===== src/rtl/mmts_pkg.sv =====
package mmts_pkg;

  localparam int MaxPointsDef = 8;
  localparam int CoordBitsDef = 16;
  localparam int FieldBits    = 16;
  localparam int LenBits      = 21;
  localparam logic [LenBits-1:0] LenMax = {LenBits{1'b1}};

  typedef struct packed {
    logic load;
    logic clear;
    logic perm_start;
    logic leg_step;
    logic tour_end;
    logic perm_next;
  } mmts_cmd_t;

  typedef struct packed {
    logic legs_done;
    logic perm_last;
    logic perm_ready;
    logic empty;
  } mmts_stat_t;

  function automatic logic [LenBits-1:0] sat_add(input logic [LenBits-1:0] a,
                                                 input logic [LenBits:0] b);
    logic [LenBits+1:0] s;
    s = {1'b0, a} + {1'b0, b};
    if (s > {2'b00, LenMax}) return LenMax;
    return s[LenBits-1:0];
  endfunction

endpackage


===== src/rtl/mmts_ctrl.sv =====
module mmts_ctrl (
  input  logic                clk,
  input  logic                rst_n,
  input  logic                start,
  input  logic                in_last_point,
  input  mmts_pkg::mmts_stat_t stat,
  output mmts_pkg::mmts_cmd_t  cmd,
  output logic                busy,
  output logic                out_valid
);
  import mmts_pkg::*;

  typedef enum logic [4:0] {
    S_IDLE = 5'b00001,
    S_INIT = 5'b00010,
    S_LEGS = 5'b00100,
    S_NEXT = 5'b01000,
    S_DONE = 5'b10000
  } state_t;

  state_t state_r, state_nxt;

  always_comb begin
    state_nxt = state_r;
    cmd = '0;
    unique case (state_r)
      S_IDLE: begin
        if (start) begin
          cmd.load = 1'b1;
          if (in_last_point) state_nxt = S_INIT;
        end
      end
      S_INIT: begin
        cmd.perm_start = 1'b1;
        state_nxt = stat.empty ? S_DONE : S_LEGS;
      end
      S_LEGS: begin
        cmd.leg_step = 1'b1;
        if (stat.legs_done) begin
          cmd.tour_end = 1'b1;
          state_nxt = stat.perm_last ? S_DONE : S_NEXT;
        end
      end
      S_NEXT: begin
        cmd.perm_next = 1'b1;
        if (stat.perm_ready) state_nxt = S_LEGS;
      end
      S_DONE: begin
        cmd.clear = 1'b1;
        state_nxt = S_IDLE;
      end
      default: state_nxt = S_IDLE;
    endcase
  end

  always_ff @(posedge clk) begin
    if (!rst_n) state_r <= S_IDLE;
    else state_r <= state_nxt;
  end

  assign busy = (state_r != S_IDLE);
  assign out_valid = (state_r == S_DONE);

endmodule


===== src/rtl/mmts_dp.sv =====
module mmts_dp #(
  parameter int MAX_POINTS = mmts_pkg::MaxPointsDef,
  parameter int COORD_BITS = mmts_pkg::CoordBitsDef
) (
  input  logic                                 clk,
  input  logic                                 rst_n,
  input  mmts_pkg::mmts_cmd_t                  cmd,
  input  logic signed [mmts_pkg::FieldBits-1:0] in_coord_x,
  input  logic signed [mmts_pkg::FieldBits-1:0] in_coord_y,
  input  logic signed [mmts_pkg::FieldBits-1:0] in_coord_t,
  output mmts_pkg::mmts_stat_t                 stat,
  output logic [mmts_pkg::LenBits-1:0]         out_min_tour_length,
  output logic                                 out_overflow_points
);
  import mmts_pkg::*;

  localparam int IdxBits = (MAX_POINTS > 1) ? $clog2(MAX_POINTS) : 1;
  localparam int CntBits = $clog2(MAX_POINTS + 1);
  localparam int CW = (COORD_BITS < FieldBits) ? COORD_BITS : FieldBits;
  localparam int DBits = CW + 1;

  typedef logic signed [CW-1:0] crd_t;

  crd_t xs_r [MAX_POINTS];
  crd_t ys_r [MAX_POINTS];
  crd_t ts_r [MAX_POINTS];
  logic [IdxBits-1:0] ord_r [MAX_POINTS];
  logic [IdxBits-1:0] ord_nxt [MAX_POINTS];
  logic [CntBits-1:0] cnt_r;
  logic               ovf_r;
  logic [LenBits-1:0] best_r, run_r;
  logic [CntBits-1:0] leg_r;
  crd_t px_r, py_r, pt_r;
  logic [1:0]         ph_r;
  logic [IdxBits-1:0] pi_r, pj_r, pl_r, ph2_r;

  crd_t qx, qy, qt;
  logic [IdxBits-1:0] cur_idx;
  logic               home;
  logic [DBits-1:0]   dx, dy, dt;
  logic [DBits+1:0]   dsum;
  logic [LenBits-1:0] run_new;
  logic [IdxBits-1:0] nm1;
  logic               full;
  logic               has_next;

  assign full = (cnt_r == CntBits'(MAX_POINTS));
  assign nm1  = IdxBits'(cnt_r - CntBits'(1));
  assign home = (leg_r == cnt_r);
  assign cur_idx = ord_r[leg_r[IdxBits-1:0]];

  always_comb begin
    if (home) begin
      qx = '0; qy = '0; qt = '0;
    end else begin
      qx = xs_r[cur_idx]; qy = ys_r[cur_idx]; qt = ts_r[cur_idx];
    end
  end

  function automatic logic [DBits-1:0] adiff(input crd_t a, input crd_t b);
    logic signed [DBits-1:0] d;
    d = DBits'(a) - DBits'(b);
    return d[DBits-1] ? DBits'(-d) : DBits'(d);
  endfunction

  assign dx = adiff(px_r, qx);
  assign dy = adiff(py_r, qy);
  assign dt = adiff(pt_r, qt);
  assign dsum = {2'b00, dx} + {2'b00, dy} + {2'b00, dt};
  assign run_new = sat_add(run_r, (LenBits + 1)'(dsum));

  // a further order exists while some neighbouring pair is still ascending
  always_comb begin
    has_next = 1'b0;
    for (int k = 1; k < MAX_POINTS; k++)
      if (k < int'(cnt_r) && ord_r[k-1] < ord_r[k]) has_next = 1'b1;
  end

  assign stat.empty = (cnt_r == '0);
  assign stat.legs_done = home;
  assign stat.perm_last = !has_next;
  assign stat.perm_ready = (ph_r == 2'd3);

  // permutation: find pivot i, then j, then swap and reverse one pair a cycle
  always_comb begin
    for (int k = 0; k < MAX_POINTS; k++) ord_nxt[k] = ord_r[k];
    if (cmd.perm_next && ph_r == 2'd1) begin
      ord_nxt[pi_r - IdxBits'(1)] = ord_r[pj_r];
      ord_nxt[pj_r] = ord_r[pi_r - IdxBits'(1)];
    end else if (cmd.perm_next && ph_r == 2'd2 && pl_r < ph2_r) begin
      ord_nxt[pl_r] = ord_r[ph2_r];
      ord_nxt[ph2_r] = ord_r[pl_r];
    end
  end

  always_ff @(posedge clk) begin
    if (cmd.load && !full) begin
      xs_r[cnt_r[IdxBits-1:0]] <= in_coord_x[CW-1:0];
      ys_r[cnt_r[IdxBits-1:0]] <= in_coord_y[CW-1:0];
      ts_r[cnt_r[IdxBits-1:0]] <= in_coord_t[CW-1:0];
    end
    if (cmd.perm_start || cmd.tour_end || cmd.perm_next) begin
      run_r <= '0; leg_r <= '0; px_r <= '0; py_r <= '0; pt_r <= '0;
    end else if (cmd.leg_step) begin
      run_r <= run_new; leg_r <= leg_r + CntBits'(1);
      px_r <= qx; py_r <= qy; pt_r <= qt;
    end
  end

  always_ff @(posedge clk) begin
    if (!rst_n || cmd.clear) begin
      cnt_r <= '0; ovf_r <= 1'b0; best_r <= LenMax; ph_r <= '0;
      pi_r <= '0; pj_r <= '0; pl_r <= '0; ph2_r <= '0;
      for (int k = 0; k < MAX_POINTS; k++) ord_r[k] <= IdxBits'(k);
    end else begin
      for (int k = 0; k < MAX_POINTS; k++) ord_r[k] <= ord_nxt[k];
      if (cmd.load) begin
        if (full) ovf_r <= 1'b1;
        else cnt_r <= cnt_r + CntBits'(1);
      end
      if (cmd.tour_end && run_new < best_r) best_r <= run_new;
      if (cmd.perm_start || (cmd.tour_end && !stat.perm_last)) begin
        pi_r <= nm1; pj_r <= nm1; ph_r <= '0;
      end else if (cmd.perm_next) begin
        unique case (ph_r)
          2'd0: begin
            if (pi_r != '0 && ord_r[pi_r - IdxBits'(1)] >= ord_r[pi_r])
              pi_r <= pi_r - IdxBits'(1);
            else if (ord_r[pj_r] <= ord_r[pi_r - IdxBits'(1)])
              pj_r <= pj_r - IdxBits'(1);
            else ph_r <= 2'd1;
          end
          2'd1: begin
            ph_r <= 2'd2; pl_r <= pi_r; ph2_r <= nm1;
          end
          2'd2: begin
            if (pl_r < ph2_r) begin
              pl_r <= pl_r + IdxBits'(1); ph2_r <= ph2_r - IdxBits'(1);
            end else ph_r <= 2'd3;
          end
          default: begin
            ph_r <= '0; pi_r <= nm1; pj_r <= nm1;
          end
        endcase
      end
    end
  end

  assign out_min_tour_length = best_r;
  assign out_overflow_points = ovf_r;

endmodule


===== src/rtl/min_manhattan_tour_search.sv =====
// channel  ports                                              dir
// input    start, in_coord_x/y/t, in_last_point (busy is out)   in
// result   out_valid, out_min_tour_length, out_overflow_points out
// one point per cycle while busy is low; the marked point starts a search of n! orders,
// each walked as n + 1 legs from the origin and back, then stepped to the next order,
// with a start state first and a result state last; busy stays high throughout
// synchronous active-low reset; no stall on the result side
module min_manhattan_tour_search #(
  parameter int MAX_POINTS = mmts_pkg::MaxPointsDef,
  parameter int COORD_BITS = mmts_pkg::CoordBitsDef
) (
  input  logic                                  clk,
  input  logic                                  rst_n,
  input  logic                                  start,
  output logic                                  busy,
  input  logic signed [mmts_pkg::FieldBits-1:0] in_coord_x,
  input  logic signed [mmts_pkg::FieldBits-1:0] in_coord_y,
  input  logic signed [mmts_pkg::FieldBits-1:0] in_coord_t,
  input  logic                                  in_last_point,
  output logic                                  out_valid,
  output logic [mmts_pkg::LenBits-1:0]          out_min_tour_length,
  output logic                                  out_overflow_points
);
  import mmts_pkg::*;

  mmts_cmd_t  cmd;
  mmts_stat_t stat;

  mmts_ctrl u_ctrl (
    .clk, .rst_n, .start, .in_last_point, .stat, .cmd, .busy, .out_valid
  );

  mmts_dp #(.MAX_POINTS(MAX_POINTS), .COORD_BITS(COORD_BITS)) u_dp (
    .clk, .rst_n, .cmd, .in_coord_x, .in_coord_y, .in_coord_t, .stat,
    .out_min_tour_length, .out_overflow_points
  );

  a_single_strobe: assert property (@(posedge clk) disable iff (!rst_n)
    out_valid |=> !out_valid) else $error("strobe longer than one cycle");
  a_busy_after_last: assert property (@(posedge clk) disable iff (!rst_n)
    (start && !busy && in_last_point) |=> busy) else $error("search not started");

endmodule


===== config.mk =====
export PLATFORM = sky130hd
export DESIGN_NAME = min_manhattan_tour_search
export DESIGN_NICKNAME = d
export VERILOG_FILES = /design/src/rtl/mmts_pkg.sv /design/src/rtl/mmts_ctrl.sv /design/src/rtl/mmts_dp.sv /design/src/rtl/min_manhattan_tour_search.sv
export SDC_FILE = /design/constraint.sdc
export NUM_CORES = 1
export LEC_CHECK = 0
export ABC_CLOCK_PERIOD_IN_PS = 18700
export BUFFER_PORTS_ARGS = -buffer_cell sky130_fd_sc_hd__buf_4
export CAP_MARGIN = 10
export CORE_MARGIN = 3
export CORE_UTILIZATION = 30
export CTS_CLUSTER_SIZE = 40
export DETAILED_ROUTE_END_ITERATION = 16
export SETUP_SLACK_MARGIN = 0.1
export SYNTH_ARGS = -nofsm -noshare
export SYNTH_HDL_FRONTEND = slang
export SYNTH_HIERARCHICAL = 1
export SYNTH_SLANG_ARGS = --single-unit

===== constraint.sdc =====
create_clock -name clk -period 18.7 [get_ports clk]
set_clock_uncertainty 0.05 [all_clocks]
set_input_delay 1.87 -clock clk [delete_from_list [all_inputs] [get_ports clk]]
set_output_delay 1.87 -clock clk [all_outputs]
set_load 0.1 [all_outputs]

# Yosys cells after proc, flatten, opt, wreduce, memory -nomap -nowiden
# Memories as Yosys holds them, arrays and structs flattened. A register that Yosys moved wholly into a read port is not among the register bits.
# Cells that the tools add are included.
[op_classes]
add_sub_neg = 16
multipliers = 0
div = 0
order_cmp = 27
n_eq_ne = 23
shifts = 0
mux = 84
n_bitwise = 14
n_reduce_logical = 38
[ops]
columns = ["op", "count"]
rows = [
  ["$bwmux W24", 4],
  ["$mux W3", 31],
  ["$mux W17", 3],
  ["$neg A17 Y17", 3],
  ["$sub A16 B16 Y17", 3],
  ["$mux W16", 3],
  ["$mux W24", 2],
  ["$mux W21", 2],
  ["$demux W3 S3", 4],
  ["$mux W5", 6],
  ["$lt A3 B3 Y1", 8],
  ["$pmux W3 S2", 4],
  ["$gt A23 B21 Y1 const B", 1],
  ["$add A21 B19 Y22", 1],
  ["$lt A21 B21 Y1", 1],
  ["$pmux W5 S4", 1],
  ["$add A19 B17 Y19", 1],
  ["$mux W1", 19],
  ["$add A17 B17 Y18", 1],
  ["$logic_and A1 B1 Y1", 18],
  ["$ge A4 B4 Y1 const B", 4],
  ["$lt A3 B4 Y1 const A", 4],
  ["$lt A4 B1 Y1 const B", 4],
  ["$not A3 Y4", 4],
  ["35 further kinds", 70],
]
[word_totals]
register_bits = 118
latchBits = 0
ramBits = 408
mem_bits_ro = 0
out_inout_bits = 24
word_cells = 220
memories = 4
[mem_list]
columns = ["name", "depth", "word_bits", "rd", "rd_clocked_by_memory_dff", "wr", "line_no", "rtl"]
rows = [
  ["u_dp.ts_r", 8, 16, 1, 0, 1, "mmts_dp.sv:26", "crd_t ts_r [MAX_POINTS];"],
  ["u_dp.xs_r", 8, 16, 1, 0, 1, "mmts_dp.sv:24", "crd_t xs_r [MAX_POINTS];"],
  ["u_dp.ys_r", 8, 16, 1, 0, 1, "mmts_dp.sv:25", "crd_t ys_r [MAX_POINTS];"],
  ["u_dp.ord_r", 8, 3, 14, 5, 8, "mmts_dp.sv:27", "logic [IdxBits-1:0] ord_r [MAX_POINTS];"],
]

# Longest topological paths before layout
# Gate-level depths: netlist of run 1.
# An unclocked memory read counts as a cell.
[depth]
depth_word = 16
ltp_mapped = 47
ltp_nobuf = 40

# Cells and area by module
# The synthesis of run 1 kept the hierarchy.
[by_module_without_submodules]
columns = ["module", "n_inst", "cells_per_inst", "area_each_um2", "seq_area_each_um2"]
rows = [
  ["mmts_dp", 1, 2923, 29455.8, 14574.0],
  ["mmts_ctrl", 1, 40, 345.3, 100.1],
]

# Least setup slack after synthesis of run 1
# OpenSTA, ideal clock, no wires.
[synth_timing]
path_kind = "reg-to-reg"
from = "register (tool-made name)"
to = "register u_dp.best_r[10] (netlist: u_dp/out_min_tour_length[10])"
t_arrival_ns = 9.596
required_time_ns = 18.571
slack_ns = 8.975
path_stages_with_launch = 43
path_cell_list = "dfxtp_1 buf_2 mux4_2 mux2i_1 buf_2 buf_1 nand2_1 nand3_1 nand3_1 a21oi_1 ha_1 inv_1 fa_1 a211o_1 a2111oi_2 o21ai_0 a31o_2 a21oi_1 (+7 left out) fa_1 a21oi_1 o21ai_0 a2111oi_0 nor3_1 a31o_2 mux2_2 nor3_1 inv_1 ha_1 nand4_1 or3_1 nor4_1 a21o_1 clkbuf_1 clkbuf_1 nand3_1 o211ai_1"
[synth_lines]
columns = ["item", "line_no", "rtl"]
rows = [
  ["end signal, assigned", "mmts_dp.sv:121", "if (cmd.tour_end && run_new < best_r) best_r <= run_new;"],
  ["end, declared", "mmts_dp.sv:31", "logic [LenBits-1:0] best_r, run_r;"],
]

==> results of run 1 <==
state kept, by name (all words and copies together) (netlist names), named ones only:
register,count
u_dp/ts_r,128
u_dp/xs_r,128
u_dp/ys_r,128
u_dp/ord_r,24
u_dp/out_min_tour_length,21
u_dp/run_r,21
u_dp/pt_r,16
u_dp/px_r,16
u_dp/py_r,16
u_ctrl/state_r,5
u_dp/cnt_r,4
u_dp/leg_r,4
u_dp/ph2_r,3
u_dp/pi_r,3
u_dp/pj_r,3
u_dp/pl_r,3
u_dp/ph_r,2
u_dp/out_overflow_points,1
layout by cell type, fill, tap and decap left out, types with 30 or more instances in the layout:
master     instances
o21ai_0           90
a21oi_1          101
buf_4            109
xor2_1            40
mux4_2            34
ha_1             125
nand2_1          478
inv_1            162
dfxtp_1          157
fa_1              37
xnor2_1           57
nand3_1          342
nor2_1           143
a211oi_1          33
clkbuf_16         59
o211ai_1          30
nand3b_1          53
edfxtp_1         384
nor3_1            36
a21o_1            78
per-layer routing:
metal / up-vias / track usage, % / share of wire (%)
met4: 8 / 3.62 / 1.9
met5: - / 0 / 0.077
met1: 10900 / 22.4 / 47
met2: 764 / 23.8 / 44
li1: 10800 / - / -
met3: 120 / 2.81 / 6.9
final cells by class:
type	instances	area [µm²]	area share (%)
repair buffers	110	823	2.45
multi-input cells	2098	14000	41.6
diodes	3	7.51	0.0223
clock buffers	75	1580	4.69
flip-flops and latches	541	14700	43.6
inverters	164	616	1.83
well taps	1276	1600	4.75
clock inverters	32	349	1.04
worst max-delay path, delay by kind of cell, from the launching register on:
kind,cells,cell delay (ns)
compound gates,20,4.86
mux,3,1.54
buf+inv,6,2.08
flops,1,0.54
simple gates,5,1.34
fa+ha+maj,6,2.34
worst min-delay path by stage:
stage,start,endpoint,slack (ns),cells past startpoint
2_1_floorplan,u_dp/pt_r[0]$_SDFFE_PP0P_,u_dp/pt_r[0]$_SDFFE_PP0P_,0.40,2
3_3_place_gp,u_dp/out_overflow_points$_SDFFE_PP0P_,u_dp/out_overflow_points$_SDFFE_PP0P_,0.41,2
3_5_place_dp,u_dp/out_overflow_points$_SDFFE_PP0P_,u_dp/out_overflow_points$_SDFFE_PP0P_,0.42,2
4_1_cts,u_dp/px_r[0]$_SDFFE_PP0P_,u_dp/px_r[0]$_SDFFE_PP0P_,0.43,2
5_1_grt,u_dp/out_overflow_points$_SDFFE_PP0P_,u_dp/out_overflow_points$_SDFFE_PP0P_,0.46,2
6_report,u_dp/out_overflow_points$_SDFFE_PP0P_,u_dp/out_overflow_points$_SDFFE_PP0P_,0.43,2
per-stage QoR:
| step | instances | setup WS, ns | utilization [%] |
|---|---|---|---|
| global placement | 4188 | 5.96 | 32.5 |
| global route | 4296 | 4.65 | 34.5 |
| finish | 4299 | 5.67 | 34.5 |
| CTS | 4295 | 5.71 | 34.5 |
| detailed placement | 4188 | 5.79 | 32.5 |
| floorplan | 2963 | 8.98 | - |
logic make-up after synthesis:
group | after synthesis | share of synthesized area (%)
AOI/OAI and AO/OA | 539 | 12.5
xor gates and xnor gates | 98 | 2.91
adders and majority gates | 162 | 7.73
buffers and inverters | 324 | 4.25
DFF | 541 | 49.2
muxes | 76 | 4.04
and+or+nand+nor | 1223 | 19.3
==> impl_metrics.csv, run 1 <==
group,metric,value,unit
outcome,status,"complete, no violations",
sta,drv_slew,0,
critical_path,worst-setup-path-type,"reg2reg",
logic_synthesis,ys_warn_count,6,
hold_path,hp-class,"reg2reg",
sta,hold_slack,0.426,ns
sta,setup_viol,0,
run,maxCapViolCount,0,
global_route,grt_pass1_wl,127000,µm
finish,fillCellCount,9773,
logic_synthesis,syn_nets,3177,
global_route,grt_max_degree,104,
clock_tree,cts.repair.resized,0,
logic_synthesis,synth-seq-cells,541,
logic_synthesis,async_flop_share,0,%
critical_path,crit_end,"u_dp/out_min_tour_length[15]$_SDFFE_PP1P_",
floorplan,dieWidth,321,µm
critical_path,crit_fanout,89,
logic_synthesis,synth_top_area_share,38.7,%
placement,dpl.hpwl,51000,µm
drt,antenna_left,0,
finish,fin_nets,3187,
drt,vias,22600,
global_route,grt_pass1_vias,21200,
finish,final_area,33600,µm²
global_route,grt_antenna_before_repair,7,
global_route,gr-usage-all-layers,15.4,%
critical_path,r2r_end,"u_dp/out_min_tour_length[15]$_SDFFE_PP1P_",
drt,detail_route.wl_per_cell,19.0,µm
sta,max_freq,76.7,MHz
drt,routed_wirelength,81600,µm
critical_path,r2r_slack,5.67,ns
placement,routabilityCongestion,0.911,
critical_path,max_stage_delay,0.86,ns
critical_path,reg2reg_depth,40,
logic_synthesis,netlist_area,29800,µm²
clock_tree,cts_buffer_depth,3,
critical_path,crit_top_cell,"a21oi_1",
placement,placed_area,31700,µm²
sta,hold_viol,0,
critical_path,cp_slowest_cell,"buf_4",
drt,via_per_inst,5.26,
logic_synthesis,synthCells,2963,
sta,worst_slew_pin_slew,1.06,ns
sta,fin_setup_tns,0,ns
global_route,gr-total-overflow,0,
clock_tree,cts_hold_buf,0,
logic_synthesis,yosysMostFrequentCell,"nand2_1",
floorplan,coreArea,97600,µm²
drt,drtIter0Drc,2030,
floorplan,die_area,103000,µm²
floorplan,rows,114,
clock_tree,cts_sinks,541,
logic_synthesis,synth.area.top_cells,"edfxtp_1, dfxtp_1, nand2_1",
floorplan,ioPinCount,76,
logic_synthesis,synth.distinct_cells,91,
clock_tree,cts_buffers,58,
sta,period_share,69.7,%
logic_synthesis,synthTopCellsByCount,"nand2_1, edfxtp_1, nand3_1, inv_1, dfxtp_1",
floorplan,initial_core_util,30.5,%
logic_synthesis,synth-edff-count,384,
critical_path,cp-end-kind,"register",
floorplan,fp.dieH,321,µm
critical_path,arrival,13.45,ns
clock_tree,cts_max_level,2,
finish,drive_gt1_share,9.64,%
sta,rsz0062_at_grt,"no",
logic_synthesis,ys_seq_area_share,49.2,%
clock_tree,cts_root_buf,"clkbuf_16",
finish,synthToLayoutAreaGrowth,12.9,%
clock_tree,cts_tree,"yes",
sta,layout_min_cycle_time,13.03,ns
clock_tree,path_clk_slew,0.06,ns
critical_path,cp.required,19.12,ns
sta,slew-limit-headroom,28.6,%
critical_path,critPathLaunchType,"register",
logic_synthesis,synth_flop_cell,"edfxtp_1",
drt,drc,0,
placement,io_buffers,75,
clock_tree,insertion_delay,0.64,ns
logic_synthesis,synth_top_area_cell,"edfxtp_1",
drt,dr.pass1.iters,6,
logic_synthesis,syn_avg_cell_area,10.1,µm²
clock_tree,postCtsSetupBuffers,0,
Power of run 1 is left out: the tool's default activity adds up to more than one toggle a clock period on the data nets, which glitch-free logic cannot reach.
==> run 2: changes to the inputs <==
--- a/config.mk
+++ b/config.mk
@@ -5,7 +5,7 @@
 export SDC_FILE = /design/constraint.sdc
 export NUM_CORES = 1
 export LEC_CHECK = 0
-export ABC_CLOCK_PERIOD_IN_PS = 18700
+export ABC_CLOCK_PERIOD_IN_PS = 13400
 export BUFFER_PORTS_ARGS = -buffer_cell sky130_fd_sc_hd__buf_4
 export CAP_MARGIN = 10
 export CORE_MARGIN = 3
==> constraint.sdc (replaced) <==
create_clock -name clk -period 13.4 [get_ports clk]
set_clock_uncertainty 0.05 [all_clocks]
set_input_delay 1.34 -clock clk [delete_from_list [all_inputs] [get_ports clk]]
set_output_delay 1.34 -clock clk [all_outputs]
set_load 0.1 [all_outputs]
==> impl_metrics.csv, run 2 (synthesis gave the netlist of run 1 again) <==
group,metric,value,unit
outcome,status,"complete, no violations",
global_route,use_met1,22.5,%
global_route,grt_busiest_layer,"met2",
clock_tree,cts_sinks,541,
global_route,gr-total-overflow,0,
placement,routabilityCongestion,0.881,
critical_path,cp-end-kind,"register",
sta,max_freq,86.3,MHz
global_route,grt_pass1_vias,21300,
placement,io_buffers,75,
drt,antenna_left,0,
sta,setup_viol,0,
hold_path,hp-class,"reg2reg",
clock_tree,cts_hold_buf,0,
placement,placedCellCount,4191,
sta,fin_setup_tns,0,ns
clock_tree,cts_max_level,2,
sta,drv_slew,0,
sta,worst_slew_pin_slew,1.16,ns
drt,drtIter0Drc,2137,
clock_tree,path_clk_slew,0.06,ns
global_route,grt_pass1_wl,128000,µm
critical_path,r2r_slack,1.81,ns
clock_tree,cts_buffer_depth,3,
critical_path,arrival,11.95,ns
critical_path,worst-setup-path-type,"reg2reg",
critical_path,cp.required,13.77,ns
drt,routed_wirelength,82000,µm
critical_path,r2r_end,"u_dp/out_min_tour_length[20]$_SDFFE_PP1P_",
sta,hold_viol,0,
finish,synthToLayoutAreaGrowth,13.5,%
critical_path,critPathLaunchType,"register",
clock_tree,cts_root_buf,"clkbuf_16",
critical_path,crit_fanout,39,
floorplan,dieWidth,321,µm
drt,dr.pass1.iters,6,
floorplan,rows,114,
finish,fillCellCount,9792,
clock_tree,insertion_delay,0.66,ns
drt,detail_route.wl_per_cell,19.0,µm
critical_path,max_stage_delay,0.83,ns
sta,layout_min_cycle_time,11.59,ns
drt,vias,22600,
global_route,grt_max_degree,101,
floorplan,die_area,103000,µm²
drt,drc,0,
finish,fin_nets,3191,
clock_tree,postCtsSetupBuffers,0,
global_route,grt_antenna_before_repair,5,
clock_tree,cts_buffers,60,
clock_tree,cts.repair.resized,0,
hold_path,min_from,"u_dp/out_overflow_points$_SDFFE_PP0P_",
critical_path,crit_end,"u_dp/out_min_tour_length[20]$_SDFFE_PP1P_",
sta,period_share,86.5,%
run,maxCapViolCount,0,
global_route,gr-usage-all-layers,15.6,%
sta,slew-limit-headroom,21.4,%
floorplan,coreArea,97600,µm²
sta,hold_slack,0.423,ns
finish,final_cell_mix,"nand2_1, edfxtp_1, nand3_1",
floorplan,ioPinCount,76,
finish,drive_gt1_share,10.3,%
floorplan,fp.dieH,321,µm
floorplan,initial_core_util,30.5,%
clock_tree,cts_tree,"yes",
critical_path,reg2reg_depth,36,
global_route,grtUsageMet2,24.0,%
finish,final_common_cell,"nand2_1",
drt,via_per_inst,5.24,
sta,rsz0062_at_grt,"no",
finish,instances_no_fill,4307,
placement,dpl.hpwl,52000,µm
global_route,grtUsageMet3,2.93,%
critical_path,cp_slowest_cell,"a211oi_2",
## run 2: critical path: cells and delay by family (launching register included)
kind / cells / cell delay [ns]
compound gates: 13 / 3.52
fa+ha+maj: 6 / 2.32
buf+inv: 4 / 0.69
flops: 1 / 0.53
mux: 4 / 1.86
simple gates: 9 / 2.33
## run 2: final cells by class
type                            count  area [µm²]  area share, %
Sequential cell                   541       14700           43.4
Clock inverter                     30         359           1.06
Multi-Input combinational cell   2098       14000           41.4
Inverter                          164         616           1.82
Tap cell                         1276        1600           4.72
Timing Repair Buffer              112         853           2.52
Antenna cell                        3        7.51         0.0222
Clock buffer                       83        1710           5.05
## run 2: metal layers
metal | routed length [µm] | part of all wire, %
met1 | 38400 | 47
met2 | 36100 | 44
met3 | 5730 | 7.0
met4 | 1630 | 2.0
met5 | 34 | 0.041
## run 2: worst min-delay path by stage
stage | cells past startpoint | slack (ns) | end
finish | 2 | 0.42 | u_dp/out_overflow_points$_SDFFE_PP0P_
floorplan | 2 | 0.40 | u_dp/pt_r[0]$_SDFFE_PP0P_
detailed placement | 2 | 0.42 | u_dp/out_overflow_points$_SDFFE_PP0P_
global route | 2 | 0.45 | u_dp/pt_r[0]$_SDFFE_PP0P_
CTS | 2 | 0.43 | u_dp/pt_r[0]$_SDFFE_PP0P_
global placement | 2 | 0.41 | u_dp/out_overflow_points$_SDFFE_PP0P_
## run 2: per-stage QoR
step                instance area (µm²)  setup slack (ns)  utilization (%)
finish                            33800              1.81             34.7
global placement                  31700              2.03             32.5
CTS                               33800              1.84             34.6
global route                      33800             0.974             34.7
floorplan                         29800              3.68                -
detailed placement                31700              1.89             32.5
Power of run 2 is left out for the same reason.
